`src/sv/ffta_pkg.sv`:
```
`default_nettype none

package ffta_pkg;

   localparam int DEV_W  = 3;
   localparam int CLS_W  = 3;
   localparam int TIME_W = 63;
   localparam int ID_W   = 10;
   localparam int IDX_W  = 4;

   // track id spacing between resource classes
   localparam int CLASS_STRIDE = 100;

   typedef struct packed {
      logic load_req;
      logic cnt_rd;
      logic load_cnt;
      logic scan;
      logic commit;
   } dp_cmd_type;

   typedef struct packed {
      logic key_ok;
      logic scan_done;
      logic rsp_free;
   } dp_sts_type;

endpackage

`default_nettype wire

```
`src/sv/ffta_ctrl.sv`:
```
`default_nettype none

module ffta_ctrl (
   input  wire logic                 clock,
   input  wire logic                 reset,
   input  wire logic                 req_valid,
   output logic                      req_stall,
   input  wire ffta_pkg::dp_sts_type sts,
   output ffta_pkg::dp_cmd_type      cmd
);

   import ffta_pkg::*;

   localparam logic [2:0] S_IDLE   = 3'd0;
   localparam logic [2:0] S_CNT    = 3'd1;
   localparam logic [2:0] S_LOAD   = 3'd2;
   localparam logic [2:0] S_SCAN   = 3'd3;
   localparam logic [2:0] S_COMMIT = 3'd4;

   logic [2:0] state_ff;
   logic [2:0] state_in;

   always_comb begin
      state_in = state_ff;
      cmd      = '0;
      unique case (state_ff)
         S_IDLE: begin
            if (req_valid) begin
               cmd.load_req = 1'b1;
               state_in     = S_CNT;
            end
         end
         S_CNT: begin
            cmd.cnt_rd = 1'b1;
            state_in   = S_LOAD;
         end
         S_LOAD: begin
            cmd.load_cnt = 1'b1;
            // a key outside the table skips the scan and answers full
            state_in     = sts.key_ok ? S_SCAN : S_COMMIT;
         end
         S_SCAN: begin
            cmd.scan = 1'b1;
            if (sts.scan_done) begin
               state_in = S_COMMIT;
            end
         end
         S_COMMIT: begin
            if (sts.rsp_free) begin
               cmd.commit = 1'b1;
               state_in   = S_IDLE;
            end
         end
         default: begin
            state_in = S_IDLE;
         end
      endcase
   end

   always_ff @(posedge clock) begin
      if (reset) begin
         state_ff <= S_IDLE;
      end else begin
         state_ff <= state_in;
      end
   end

   assign req_stall = (state_ff != S_IDLE);

endmodule

`default_nettype wire

```
`config.mk`:
```
export PLATFORM = sky130hd
export DESIGN_NAME = ffta_ctrl
export DESIGN_NICKNAME = d
export VERILOG_FILES = /design/src/sv/ffta_pkg.sv /design/src/sv/ffta_ctrl.sv
export SDC_FILE = /design/constraint.sdc
export NUM_CORES = 1
export LEC_CHECK = 0
export CAP_MARGIN = 20
export CORE_AREA = 10 10 47 49
export DETAILED_ROUTE_END_ITERATION = 8
export DIE_AREA = 0 0 57 59
export DONT_BUFFER_PORTS = 1
export GPL_ROUTABILITY_DRIVEN = 0
export SETUP_SLACK_MARGIN = 0.05
export SYNTH_ARGS = -nofsm -noshare
export SYNTH_HDL_FRONTEND = slang
export SYNTH_SLANG_ARGS = --single-unit
```
`constraint.sdc`:
```
create_clock -name clock -period 1.5 [get_ports clock]
set_input_delay 0.075 -clock clock [delete_from_list [all_inputs] [get_ports clock]]
set_output_delay 0.075 -clock clock [all_outputs]
set_load 0.01 [all_outputs]
```
# Yosys cells after proc, flatten, opt, wreduce, memory -nomap -nowiden
# Cells that the tools add are included.
# W data, S select, Z words.
[op_classes] add_sub_neg=0 n_mul=0 div_mod_pow=0 n_lt_le_gt_ge=0 n_eq_ne=7 shifts=0 n_mux=12 n_bitwise=0 reduce_logical=3
[op_table] op="$pmux W3 S5" n=1
[op_table] op="$mux W3" n=4
[op_table] op="$mux W1" n=7
[op_table] op="$eq A3 B2 Y1 const B" n=2
[op_table] op="$ne A2 B2 Y1 const B" n=3
[op_table] op="$eq A3 B1 Y1 const B" n=1
[op_table] op="$eq A3 B3 Y1 const B" n=1
[op_table] op="$logic_not A3 Y1" n=1
[op_table] op="$reduce_and A3 Y1" n=1
[op_table] op="$reduce_bool A3 Y1" n=1
[word_totals] register_bits=3 latchBits=0 ram_bits=0 mem_bits_ro=0 in_bits=6 output_inout_bits=6 elab_cells=23 mem_count=0

# Depth between registers and ports, before layout
[depth] depth_word=3 ltp_mapped=4

# Worst setup path before layout
# No wires, ideal clock.
[synth_path] kind="register to output" startpoint="register state_ff[1]" endpoint="output cmd[4] (netlist bit)" t_arrival_ps=1031 required_ps=1425 path_slack_ps=394 path_stages_with_launch=4 path_cell_list="dfxtp_1 > buf_6 > or3_1 > nor2_1"
[synth_lines] item="from (decl)" line="ffta_ctrl.sv:20" text="logic [2:0] state_ff;"
[synth_lines] item="from (signal assigned)" line="ffta_ctrl.sv:64" text="state_ff <= state_in;"
[synth_lines] item="to (decl)" line="ffta_ctrl.sv:9" text="output ffta_pkg::dp_cmd_type cmd"

==> run summary <==
Syn_nets: 32
Worst-path clk slew: 0.04 ns
Yosys warnings: 0
Ys async rst share: 0%
Mean area per synthesized cell: 8.52 um2
Tmin final: 1.35 ns
Combinational cell fraction of total power: 18.4%
Via density: 4.48
Internal Power: 0.000208 W
Top layer in use: met3
Die Wd: 57 um
Ranking of synthesized cells by area: dfxtp_1 27%, a2111oi_2 14%, a21oi_1 6.8%, nor3_1 6.8%, and2b_1 6.8%
Cell Count, Final, Fillers Out: 46
Crit path DAT: 1.28 ns
Sw frac: 29.2%
Final core occ: 19.2%
Final hold vios: 0
Via Count: 206
Total Routing Usage GR: 4.06%
Total CTS buffers: 3
Max Fclk: 0.740 GHz
Power per cell area: 1090 mW/mm2
Clock sink total: 3
Layout cells sized above 1: 23.3%
H-Tree Depth: 1
WP data required: 1.42 ns
Most frequent cells after synthesis: 3 x a21oi_1, 3 x dfxtp_1, 3 x nor3_1
Main synth FF type: dfxtp_1
Diode count: 0
# rows: 14
Largest net degree at the start of global routing: 11
Final antenna-violating net count: 0
Regs by FF count: state_ff x3
CTS tree: yes
Die area: 0.00336 mm2
Routed length per instance: 12.6 um
Clock root cell: clkbuf_4
Final setup fails: 0
Port-buffer cells: 0
Cell Area, Synth: 221 um2
Worst Tran Pin Value: 0.392 ns
Drt first pass iters: 4
Slew HR: 73.7%
Post-synth EDFFs: 0
RSZ-0062 raised after global routing: false
Clk_lat worst skew: 0.23 ns
Placed Instances: 41
Cells after Synth: 26
LEAKAGE: 0.0974 nW
DR iter-0 viols: 3
Die height: 59 um
Reg power frac: 33.7%
Area leader, netlist: dfxtp_1
#FFs+latches synth: 3
Hold WC Path Type: primary input to flop
Max_cap viols: 0
Worst setup SP type: flop
Final setup TNS: 0 ns
First-pass GRT wire length: 1000 um
VDD IR max: 169 uV
WL met2: 254 um
Setup crit end kind: output port
Clock buffer depth: 2
Met3 WL post-DR: 75 um
Skew final: 0.000584 ns
Max Fanout on Critical Path: 10
Clock Power Share: 47.9%
Post-layout net count: 37
Number of flip-flops under the largest register name: 3
WHS: 0.0669 ns
Status: completed
Area grow syn2layout: 21.5%
# IOs: 12
Initial antenna violation count: 0
Crit Path Class: flop to output port
Routed length on met1: 248 um
Pins Over Slew Limit: 0
Number of post-CTS setup repair buffers: 0
Final worst path period share: 90.1%
Biggest register: state_ff
Netlist cell types: 16
Seq/Total Area, Yosys: 27.1%
Vias in the first global route: 202
GR Overflow Total: 0
HPWL Detailed: 482 um
DR DRC count: 0
Share of the synthesized area in the top cell type: 27.1%
Initial Utilization: 15.8%
Core Area: 0.00140 mm2
Post-Route WL: 578 um
P_sw: 0.0000859 W
-- path summary, 6_finish.rpt --
check / start / endpoint / slack (ns) / depth (start not counted)
worst max register to register: state_ff[1]$_SDFFE_PP0P_ / state_ff[2]$_SDFFE_PP0P_ / 0.28 / 3
worst max-delay path: state_ff[1]$_SDFFE_PP0P_ / cmd[4] / 0.15 / 2
worst min-delay path: sts[2] / state_ff[1]$_SDFFE_PP0P_ / 0.07 / 2
worst min register to register: state_ff[2]$_SDFFE_PP0P_ / state_ff[0]$_SDFFE_PP0P_ / 0.58 / 1
-- what timing repair did --
action,4_1_cts,5_1_grt
endpoints found under the setup margin,0,1
hold buffers,1,0
hold endpoints to repair,3,0
resized for setup,0,1
-- routing by layer --
layer	GRT usage, %	vias to the layer above
li1	-	104
met1	3.45	92
met3	4.29	0
met5	0	-
met2	5.12	10
met4	4.03	0
-- stage by stage --
step / setup slack [ns] / power, W / cell area (um2)
after CTS: 0.0864 / 0.000301 / 267
after floorplan: 0.394 / 0.000145 / 221
after global routing: 0.0642 / 0.000320 / 269
after detailed placement: 0.269 / 0.000150 / 230
final: 0.149 / 0.000294 / 269
after global placement: 0.292 / 0.000149 / 230
-- cells in the final DEF (no fill, tap or decap), drive strengths merged --
cell type / synthesis / layout
a21boi: 1 / 1
a2111oi: 2 / 2
nand2b: 1 / 1
nor3: 3 / 3
a21oi: 3 / 3
or3: 1 / 1
and2b: 2 / 2
and2: 2 / 2
dlygate4sd3: 0 / 1
nand2: 1 / 1
nor2: 1 / 1
nor4b: 1 / 1
inv: 2 / 2
clkbuf: 0 / 4
a31oi: 1 / 1
nor4: 1 / 1
dfxtp: 3 / 3
-- power groups by stage --
stage                     sequential (W)  clock (W)  combinational, W
final                          0.0000990   0.000141         0.0000541
after global routing            0.000101   0.000157         0.0000615
after CTS                      0.0000992   0.000148         0.0000532
after detailed placement        0.000100          0         0.0000497
after global placement          0.000100          0         0.0000492
after floorplan                0.0000935          0         0.0000520
-- critical path, cell delays in order, from the launching register on --
cell and delay [ns]:
dfxtp_1 0.39, or3_1 0.48, nor2_2 0.17
-- layout make-up --
cell class | instances | area [um2]
Fill cell | 170 | 1130
Tap cell | 16 | 20.0
Clock buffer | 4 | 26.3
Multi-Input combinational cell | 20 | 145
Inverter | 2 | 7.51
Sequential cell | 3 | 60.1
Timing Repair Buffer | 1 | 10.0
-- kinds of logic (layout without fill, tap and decap cells) --
family | Yosys count | count (layout) | share of synthesized area, %
compound gates | 7 | 7 | 26.6
buf+inv | 3 | 7 | 8.48
flops | 3 | 3 | 27.1
simple gates | 13 | 13 | 37.8
Power figures use the tool's default switching activity.
